**config.mk**
```make
export PLATFORM = sky130hd
export DESIGN_NAME = can_command_segmenter_flat
export DESIGN_NICKNAME = d
export VERILOG_FILES = /design/src/rtl/ccs_pkg.sv /design/src/rtl/ccs_if.sv /design/src/rtl/ccs_in_stage.sv /design/src/rtl/ccs_framer.sv /design/src/rtl/ccs_out_stage.sv /design/src/rtl/can_command_segmenter.sv /design/src/flat_wrapper.sv
export SDC_FILE = /design/constraint.sdc
export NUM_CORES = 1
export LEC_CHECK = 0
export BUFFER_PORTS_ARGS = -buffer_cell sky130_fd_sc_hd__buf_2
export CELL_PAD_IN_SITES_DETAIL_PLACEMENT = 0
export CELL_PAD_IN_SITES_GLOBAL_PLACEMENT = 1
export CORE_UTILIZATION = 40
export DETAILED_ROUTE_END_ITERATION = 6
export PLACE_DENSITY_LB_ADDON = 0.1
export SLEW_MARGIN = 30
export SYNTH_ARGS = -nofsm -noshare
export SYNTH_HDL_FRONTEND = slang
export SYNTH_SLANG_ARGS = --single-unit
```
**constraint.sdc**
```tcl
create_clock -name clock -period 11.5 [get_ports clock]
set_clock_uncertainty 0.05 [all_clocks]
set_input_delay 3.45 -clock clock [delete_from_list [all_inputs] [get_ports clock]]
set_output_delay 3.45 -clock clock [all_outputs]
set_load 0.05 [all_outputs]
```
**src/rtl/ccs_pkg.sv**
```systemverilog
package ccs_pkg;

   localparam int unsigned STORE_DEPTH = 7;
   localparam int unsigned FILL_W      = 3;

   typedef enum logic [2:0] {
      PH_ADDR = 3'b001,
      PH_FUNC = 3'b010,
      PH_DATA = 3'b100
   } phase_type;

   typedef struct packed {
      logic [7:0] cmd_byte;
      logic       is_last;
   } req_type;

   typedef struct packed {
      logic [7:0] node_address;
      logic [7:0] packet_index;
      logic [3:0] length_code;
      logic [7:0] function_code;
      logic [7:0] payload_1;
      logic [7:0] payload_2;
      logic [7:0] payload_3;
      logic [7:0] payload_4;
      logic [7:0] payload_5;
      logic [7:0] payload_6;
      logic [7:0] payload_7;
      logic       final_frame;
   } frame_type;

   // framer status toward the top level
   typedef struct packed {
      logic pending;
      logic has_frame;
   } stat_type;

endpackage

```
**src/rtl/ccs_if.sv**
```systemverilog
interface ccs_req_if;
   logic       valid;
   logic       ready;
   logic [7:0] cmd_byte;
   logic       is_last;

   modport source (output valid, output cmd_byte, output is_last, input ready);
   modport sink (input valid, input cmd_byte, input is_last, output ready);
endinterface

interface ccs_rsp_if;
   logic       valid;
   logic       ready;
   logic [7:0] node_address;
   logic [7:0] packet_index;
   logic [3:0] length_code;
   logic [7:0] function_code;
   logic [7:0] payload_1;
   logic [7:0] payload_2;
   logic [7:0] payload_3;
   logic [7:0] payload_4;
   logic [7:0] payload_5;
   logic [7:0] payload_6;
   logic [7:0] payload_7;
   logic       final_frame;

   modport source (
      output valid, output node_address, output packet_index, output length_code,
      output function_code, output payload_1, output payload_2, output payload_3,
      output payload_4, output payload_5, output payload_6, output payload_7,
      output final_frame, input ready
   );
   modport sink (
      input valid, input node_address, input packet_index, input length_code,
      input function_code, input payload_1, input payload_2, input payload_3,
      input payload_4, input payload_5, input payload_6, input payload_7,
      input final_frame, output ready
   );
endinterface

```
**src/rtl/ccs_in_stage.sv**
```systemverilog
module ccs_in_stage (
   input  logic             clock,
   input  logic             reset,
   ccs_req_if.sink          req_chan,
   input  logic             take,
   output logic             in_valid,
   output ccs_pkg::req_type in_data
);

   logic             valid_ff;
   logic             valid_in;
   ccs_pkg::req_type data_ff;
   logic             load;

   assign req_chan.ready = !valid_ff || take;
   assign load           = req_chan.valid && req_chan.ready;
   assign valid_in       = load || (valid_ff && !take);

   always_ff @(posedge clock) begin
      if (reset) begin
         valid_ff <= 1'b0;
      end else begin
         valid_ff <= valid_in;
      end
   end

   always_ff @(posedge clock) begin
      if (load) begin
         data_ff.cmd_byte <= req_chan.cmd_byte;
         data_ff.is_last  <= req_chan.is_last;
      end
   end

   assign in_valid = valid_ff;
   assign in_data  = data_ff;

endmodule

```
**src/rtl/ccs_framer.sv**
```systemverilog
module ccs_framer #(
   parameter int unsigned PAYLOAD_PER_FRAME = 7
) (
   input  logic               clock,
   input  logic               reset,
   input  logic               in_valid,
   input  ccs_pkg::req_type   in_data,
   input  logic               advance,
   output ccs_pkg::stat_type  stat,
   output ccs_pkg::frame_type frame
);

   localparam int unsigned GROUP_SIZE =
      (PAYLOAD_PER_FRAME >= 1 && PAYLOAD_PER_FRAME <= ccs_pkg::STORE_DEPTH) ?
      PAYLOAD_PER_FRAME : ccs_pkg::STORE_DEPTH;
   localparam logic [ccs_pkg::FILL_W-1:0] GROUP_FILL = ccs_pkg::FILL_W'(GROUP_SIZE);

   ccs_pkg::phase_type          phase_ff, phase_in;
   logic [7:0]                  addr_ff, addr_in;
   logic [7:0]                  func_ff, func_in;
   logic [ccs_pkg::FILL_W-1:0]  fill_ff, fill_in;
   logic [7:0]                  count_ff, count_in;
   logic [7:0]                  store_ff [ccs_pkg::STORE_DEPTH];
   logic [7:0]                  store_in [ccs_pkg::STORE_DEPTH];
   logic [7:0]                  merged   [ccs_pkg::STORE_DEPTH];
   logic [ccs_pkg::FILL_W-1:0]  fill_next;
   logic                        emit;

   assign fill_next = fill_ff + 1'b1;
   assign emit      = (phase_ff == ccs_pkg::PH_DATA) &&
                      (in_data.is_last || fill_next >= GROUP_FILL);

   // store holds zeros past the fill, so only the new byte is inserted
   always_comb begin
      for (int k = 0; k < ccs_pkg::STORE_DEPTH; k++) begin
         merged[k] = (fill_ff == ccs_pkg::FILL_W'(k)) ? in_data.cmd_byte : store_ff[k];
      end
   end

   always_comb begin
      phase_in = phase_ff;
      addr_in  = addr_ff;
      func_in  = func_ff;
      fill_in  = fill_ff;
      count_in = count_ff;
      store_in = store_ff;
      case (phase_ff)
         ccs_pkg::PH_ADDR: begin
            addr_in  = in_data.cmd_byte;
            phase_in = in_data.is_last ? ccs_pkg::PH_ADDR : ccs_pkg::PH_FUNC;
         end
         ccs_pkg::PH_FUNC: begin
            func_in  = in_data.cmd_byte;
            phase_in = in_data.is_last ? ccs_pkg::PH_ADDR : ccs_pkg::PH_DATA;
         end
         default: begin
            phase_in = ccs_pkg::PH_DATA;
            if (emit) begin
               fill_in = '0;
               for (int k = 0; k < ccs_pkg::STORE_DEPTH; k++) begin
                  store_in[k] = 8'h00;
               end
               if (in_data.is_last) begin
                  phase_in = ccs_pkg::PH_ADDR;
                  count_in = 8'h00;
               end else begin
                  count_in = count_ff + 8'h01;
               end
            end else begin
               fill_in  = fill_next;
               store_in = merged;
            end
         end
      endcase
   end

   always_ff @(posedge clock) begin
      if (reset) begin
         phase_ff <= ccs_pkg::PH_ADDR;
         addr_ff  <= 8'h00;
         func_ff  <= 8'h00;
         fill_ff  <= '0;
         count_ff <= 8'h00;
         for (int k = 0; k < ccs_pkg::STORE_DEPTH; k++) begin
            store_ff[k] <= 8'h00;
         end
      end else if (advance) begin
         phase_ff <= phase_in;
         addr_ff  <= addr_in;
         func_ff  <= func_in;
         fill_ff  <= fill_in;
         count_ff <= count_in;
         store_ff <= store_in;
      end
   end

   assign stat.pending   = in_valid;
   assign stat.has_frame = in_valid && emit;

   assign frame.node_address  = addr_ff;
   assign frame.packet_index  = count_ff;
   assign frame.length_code   = {1'b0, fill_next} + 4'd1;
   assign frame.function_code = func_ff;
   assign frame.payload_1     = merged[0];
   assign frame.payload_2     = merged[1];
   assign frame.payload_3     = merged[2];
   assign frame.payload_4     = merged[3];
   assign frame.payload_5     = merged[4];
   assign frame.payload_6     = merged[5];
   assign frame.payload_7     = merged[6];
   assign frame.final_frame   = in_data.is_last;

endmodule

```
**src/rtl/ccs_out_stage.sv**
```systemverilog
module ccs_out_stage (
   input  logic               clock,
   input  logic               reset,
   input  logic               load,
   input  ccs_pkg::frame_type frame,
   output logic               free,
   ccs_rsp_if.source          rsp_chan
);

   logic               valid_ff;
   logic               valid_in;
   ccs_pkg::frame_type data_ff;

   assign free     = !valid_ff || rsp_chan.ready;
   assign valid_in = load || (valid_ff && !rsp_chan.ready);

   always_ff @(posedge clock) begin
      if (reset) begin
         valid_ff <= 1'b0;
      end else begin
         valid_ff <= valid_in;
      end
   end

   always_ff @(posedge clock) begin
      if (load) begin
         data_ff <= frame;
      end
   end

   assign rsp_chan.valid         = valid_ff;
   assign rsp_chan.node_address  = data_ff.node_address;
   assign rsp_chan.packet_index  = data_ff.packet_index;
   assign rsp_chan.length_code   = data_ff.length_code;
   assign rsp_chan.function_code = data_ff.function_code;
   assign rsp_chan.payload_1     = data_ff.payload_1;
   assign rsp_chan.payload_2     = data_ff.payload_2;
   assign rsp_chan.payload_3     = data_ff.payload_3;
   assign rsp_chan.payload_4     = data_ff.payload_4;
   assign rsp_chan.payload_5     = data_ff.payload_5;
   assign rsp_chan.payload_6     = data_ff.payload_6;
   assign rsp_chan.payload_7     = data_ff.payload_7;
   assign rsp_chan.final_frame   = data_ff.final_frame;

endmodule

```
**src/rtl/can_command_segmenter.sv**
```systemverilog
// Channel    Dir  Beat
// req_chan   in   cmd_byte, is_last: one command byte
// rsp_chan   out  one CAN extended frame (identifier parts, length, 8 data bytes)
//
// One byte per cycle sustained while no completed frame waits; a byte is held in
// the input register, then the framer updates its state and, when a frame
// completes, loads the result register. A frame is valid on rsp_chan once the
// result register holds it, after its last byte has passed the input register.
// Synchronous active-high reset clears phase, fill, counter and both valids.
// A byte that completes a frame waits only while the result register is full
// and not being taken; bytes that complete no frame never wait.
module can_command_segmenter #(
   parameter int unsigned PAYLOAD_PER_FRAME = 7
) (
   input  logic       clock,
   input  logic       reset,
   ccs_req_if.sink    req_chan,
   ccs_rsp_if.source  rsp_chan
);

   logic               in_valid;
   ccs_pkg::req_type   in_data;
   ccs_pkg::stat_type  stat;
   ccs_pkg::frame_type frame;
   logic               out_free;
   logic               take;

   assign take = stat.pending && (!stat.has_frame || out_free);

   ccs_in_stage u_in (
      .clock    (clock),
      .reset    (reset),
      .req_chan (req_chan),
      .take     (take),
      .in_valid (in_valid),
      .in_data  (in_data)
   );

   ccs_framer #(
      .PAYLOAD_PER_FRAME (PAYLOAD_PER_FRAME)
   ) u_framer (
      .clock    (clock),
      .reset    (reset),
      .in_valid (in_valid),
      .in_data  (in_data),
      .advance  (take),
      .stat     (stat),
      .frame    (frame)
   );

   ccs_out_stage u_out (
      .clock    (clock),
      .reset    (reset),
      .load     (take && stat.has_frame),
      .frame    (frame),
      .free     (out_free),
      .rsp_chan (rsp_chan)
   );

endmodule
```
**src/flat_wrapper.sv**
```systemverilog
// flat-port wrapper written by rule: the top's interface ports become plain ports
module can_command_segmenter_flat 
#(
   parameter int unsigned PAYLOAD_PER_FRAME = 7
)
  (clock, reset, req_chan_valid, req_chan_cmd_byte, req_chan_is_last, req_chan_ready, rsp_chan_valid, rsp_chan_node_address, rsp_chan_packet_index, rsp_chan_length_code, rsp_chan_function_code, rsp_chan_payload_1, rsp_chan_payload_2, rsp_chan_payload_3, rsp_chan_payload_4, rsp_chan_payload_5, rsp_chan_payload_6, rsp_chan_payload_7, rsp_chan_final_frame, rsp_chan_ready);
  ccs_req_if req_chan_i ();
  ccs_rsp_if rsp_chan_i ();
  input  logic clock;
  input  logic reset;
  input wire logic [$bits(req_chan_i.valid)-1:0] req_chan_valid;
  input wire logic [$bits(req_chan_i.cmd_byte)-1:0] req_chan_cmd_byte;
  input wire logic [$bits(req_chan_i.is_last)-1:0] req_chan_is_last;
  output wire logic [$bits(req_chan_i.ready)-1:0] req_chan_ready;
  output wire logic [$bits(rsp_chan_i.valid)-1:0] rsp_chan_valid;
  output wire logic [$bits(rsp_chan_i.node_address)-1:0] rsp_chan_node_address;
  output wire logic [$bits(rsp_chan_i.packet_index)-1:0] rsp_chan_packet_index;
  output wire logic [$bits(rsp_chan_i.length_code)-1:0] rsp_chan_length_code;
  output wire logic [$bits(rsp_chan_i.function_code)-1:0] rsp_chan_function_code;
  output wire logic [$bits(rsp_chan_i.payload_1)-1:0] rsp_chan_payload_1;
  output wire logic [$bits(rsp_chan_i.payload_2)-1:0] rsp_chan_payload_2;
  output wire logic [$bits(rsp_chan_i.payload_3)-1:0] rsp_chan_payload_3;
  output wire logic [$bits(rsp_chan_i.payload_4)-1:0] rsp_chan_payload_4;
  output wire logic [$bits(rsp_chan_i.payload_5)-1:0] rsp_chan_payload_5;
  output wire logic [$bits(rsp_chan_i.payload_6)-1:0] rsp_chan_payload_6;
  output wire logic [$bits(rsp_chan_i.payload_7)-1:0] rsp_chan_payload_7;
  output wire logic [$bits(rsp_chan_i.final_frame)-1:0] rsp_chan_final_frame;
  input wire logic [$bits(rsp_chan_i.ready)-1:0] rsp_chan_ready;
  assign req_chan_i.valid = req_chan_valid;
  assign req_chan_i.cmd_byte = req_chan_cmd_byte;
  assign req_chan_i.is_last = req_chan_is_last;
  assign req_chan_ready = req_chan_i.ready;
  assign rsp_chan_valid = rsp_chan_i.valid;
  assign rsp_chan_node_address = rsp_chan_i.node_address;
  assign rsp_chan_packet_index = rsp_chan_i.packet_index;
  assign rsp_chan_length_code = rsp_chan_i.length_code;
  assign rsp_chan_function_code = rsp_chan_i.function_code;
  assign rsp_chan_payload_1 = rsp_chan_i.payload_1;
  assign rsp_chan_payload_2 = rsp_chan_i.payload_2;
  assign rsp_chan_payload_3 = rsp_chan_i.payload_3;
  assign rsp_chan_payload_4 = rsp_chan_i.payload_4;
  assign rsp_chan_payload_5 = rsp_chan_i.payload_5;
  assign rsp_chan_payload_6 = rsp_chan_i.payload_6;
  assign rsp_chan_payload_7 = rsp_chan_i.payload_7;
  assign rsp_chan_final_frame = rsp_chan_i.final_frame;
  assign rsp_chan_i.ready = rsp_chan_ready;
  can_command_segmenter #(.PAYLOAD_PER_FRAME(PAYLOAD_PER_FRAME)) u_core (.clock(clock), .reset(reset), .req_chan(req_chan_i), .rsp_chan(rsp_chan_i));
endmodule
```
==> flow_summary.toml <==
[synthesis]
synth_area_um2 = 7443
yosysSeqAreaShare_pct = 61.59
synthesis.nets = 623
synth_ff_type = "edfxtp_1"
synthTopCellsByArea = "edfxtp_1 (38%), dfxtp_1 (24%), mux2_2 (8.6%)"
synth_edf_count = 94
yosys.area.top_type = "edfxtp_1"
synth_top_area_share_pct = 37.92
yosysWarningCount = 0
avgSynthCellArea_um2 = 12.34
syn_inst = 603
synthArstFlopShare_pct = 0
synth_seq_cells = 182
yosysUniqueCellTypes = 42

[final_layout]
fillers = 1608
area_growth_pct = 16.47
final_common_cell = "nand2_1"
seqCellArea_um2 = 4584
n_antenna_cell = 0
multiInputGateArea_um2 = 2683
final_cell_mix = "nand2_1 (101), buf_2 (99), edfxtp_1 (94)"
fin_nets = 706
drive_above_1_share_pct = 28.04

[critical_path]
critPathKind = "input port to output port"
reg2reg_to = "u_core.u_framer.store_ff[4]"
required_ns = 8.00
r2r_start = "u_core.u_framer.fill_ff[0]"
reg2regPathDepth = 9
worst_setup_path_end_kind = "output port"
worstSetupEndpoint = "req_chan_ready"
cp.arrival_ns = 4.27
rrSetupSlack_ns = 8.59
cp_max_fo = 5
crit_start = "rsp_chan_ready"
start_kind = "input port"

[placed_design]
hpwlAfterDp_um = 9661
place.gp.congestion = 0.7817
io_buffers = 99

[power]
p_sw_share_pct = 22.46
clkPwrFrac_pct = 41.9
combPwrFrac_pct = 4.4
power_density_nw_per_um2 = 151.0
leakage_nw = 3.530
netSwitchingPower_uw = 294.0
p_int_mw = 1.015
seq_power_share_pct = 53.7
peakVddDrop_mv = 0.09258

[timing]
slew_violations = 0
period_needed_ns = 7.770
rsz0062_at_grt = "false"
whs_ns = 0.3831
max_freq_mhz = 128.7
hold_viol_final = 0
fin_crit_sh_pct = 67.57
relSlewSlack_pct = 45.94
worstMarginPinSlew_ns = 0.8109
setup_viol = 0
finalSetupTns_ns = 0

[clock_network]
cts-root-buf = "clkbuf_16"
clockBufferDepth = 2
cts_resized = 0
clk-insertion-delay-late_ns = 0.43
cts_sinks = 182
cts.clk_slew.worst_paths_ns = 0.06
numCtsBuffers = 17
htree_levels = 4
ctsHoldBuffers = 0
cts_setup_buffers = 0
cts_tree = "done"

[worst_hold_path]
hp-class = "register to register"

[detailed_routing]
drc_errors = 20
wl_per_cell_um = 17.36
drtPass1Iterations = 7
dr.first_iter.drc_count = 246
vias = 4622
vias_per_cell = 4.981
wirelength_um = 16110
postRouteAntennaNets = 0

[floorplanning]
placementRows = 49
die_area_um2 = 19160
die_h_um = 138.4
pin_count = 100
die_w_um = 138.4
core-area_um2 = 18090
start_util_pct = 41.16

[grt]
grt_pass1_wl_um = 25630
antenna_found_initial = 0
grt_max_degree = 85
grt_pass1_vias = 4639
grt_usage_pct = 17.65
grt_remaining_overflow = 0

[status]
violations = "design-rule violations"
status = "complete, but fails checks"

[flow_run]
drv_cap = 0
-- cell type report --
cell class / count / share of cell area, %
Inverter: 8 / 0.3464
Clock inverter: 12 / 1.183
Multi-Input combinational cell: 373 / 30.94
Timing Repair Buffer: 104 / 6.191
Tap cell: 229 / 3.305
Clock buffer: 20 / 5.152
Sequential cell: 182 / 52.88
-- critical path, stage by stage --
cell and delay, ns:
buf_2 0.10, nor2b_1 0.30, nand3_1 0.15, buf_2 0.26
-- state kept, by name (all words and copies together) (netlist names) --
| register | cells |
|---|---|
| u_core.u_framer.fill_ff | 3 |
| u_core.u_framer.func_ff | 8 |
| u_core.u_out.rsp_chan.payload_5 | 8 |
| u_core.u_out.rsp_chan.function_code | 8 |
| u_core.u_out.rsp_chan.payload_4 | 8 |
| u_core.u_framer.addr_ff | 8 |
| u_core.u_out.rsp_chan.payload_1 | 8 |
| u_core.u_framer.store_ff | 56 |
| u_core.u_in.in_valid | 1 |
| u_core.u_framer.phase_ff | 3 |
| u_core.u_out.rsp_chan.payload_6 | 8 |
| u_core.u_out.rsp_chan.node_address | 8 |
| u_core.u_out.rsp_chan.packet_index | 8 |
| u_core.u_framer.count_ff | 8 |
| u_core.u_out.rsp_chan.payload_2 | 8 |
| u_core.u_out.rsp_chan.valid | 1 |
| u_core.u_out.rsp_chan.final_frame | 1 |
| u_core.u_in.in_data | 9 |
| u_core.u_out.rsp_chan.payload_7 | 8 |
| u_core.u_out.rsp_chan.payload_3 | 8 |
| u_core.u_out.rsp_chan.length_code | 4 |
-- per-stage QoR --
step           util [%]  cells  worst slack [ns]  instance area, um2  power [mW]
2_1_floorplan         -    603             3.571                7443      0.7551
3_3_place_gp      44.81    896             3.798                8105      0.7735
3_5_place_dp      44.90    896             3.729                8120      0.7748
4_1_cts           47.94    928             3.726                8670       1.325
5_1_grt           47.94    928             3.585                8670       1.359
6_report          47.94    928             3.730                8670       1.309
-- kinds of logic (layout without fill, tap and decap cells) --
group	after synthesis	in the layout	synth area share [%]
simple gates	202	202	13.65
flops	182	182	61.59
mux	117	117	16.69
buf+inv	48	144	2.874
compound gates	46	46	3.900
fa+ha+maj	7	7	1.177
xor+xnor	1	1	0.1177
-- routing by layer --
layer / global-route usage (%) / wire, um / vias to the layer above
li1: - / - / 2271
met1: 23.39 / 7755 / 2249
met2: 27.57 / 7352 / 91
met3: 4.953 / 781 / 11
met4: 6.446 / 221 / 0
met5: 0 / 0 / -
-- cells in the mapped netlist (2+ instances only) --
| cell | n |
|---|---|
| mux2_2 | 57 |
| o21ai_0 | 3 |
| clkbuf_1 | 24 |
| a31oi_1 | 4 |
| nor2b_1 | 3 |
| and4_1 | 4 |
| nand3_1 | 5 |
| edfxtp_1 | 94 |
| dfxtp_1 | 88 |
| o41ai_1 | 2 |
| nor3_1 | 2 |
| nand2b_1 | 66 |
| nand4_1 | 2 |
| a21oi_1 | 24 |
| buf_4 | 3 |
| or3_1 | 4 |
| mux2i_1 | 60 |
| o31ai_1 | 2 |
| nor2_1 | 6 |
| nand2_1 | 101 |
| ha_1 | 7 |
| o21a_1 | 2 |
| a21o_1 | 2 |
| and2_1 | 2 |
| inv_1 | 8 |
| buf_2 | 12 |
-- worst min-delay path by stage --
stage / cells after the start / from / slack, ns / to
after global placement: 0 / u_core.u_framer.addr_ff[5] / 0.37 / u_core.u_out.rsp_chan.node_address[5]
after detailed placement: 0 / u_core.u_framer.addr_ff[7] / 0.37 / u_core.u_out.rsp_chan.node_address[7]
after floorplan: 0 / u_core.u_framer.func_ff[0] / 0.36 / u_core.u_out.rsp_chan.function_code[0]
after CTS: 0 / u_core.u_framer.addr_ff[1] / 0.39 / u_core.u_out.rsp_chan.node_address[1]
final: 0 / u_core.u_framer.addr_ff[1] / 0.38 / u_core.u_out.rsp_chan.node_address[1]
after global routing: 0 / u_core.u_framer.func_ff[5] / 0.39 / u_core.u_out.rsp_chan.function_code[5]
-- power by group through the flow --
stage,sequential [mW],combinational [mW],clock [mW]
CTS,0.702,0.0583,0.564
detailed placement,0.717,0.0580,0
global route,0.704,0.0631,0.593
finish,0.703,0.0574,0.549
global placement,0.717,0.0569,0
floorplan,0.705,0.0503,0
(Power assumes the default switching activity.)
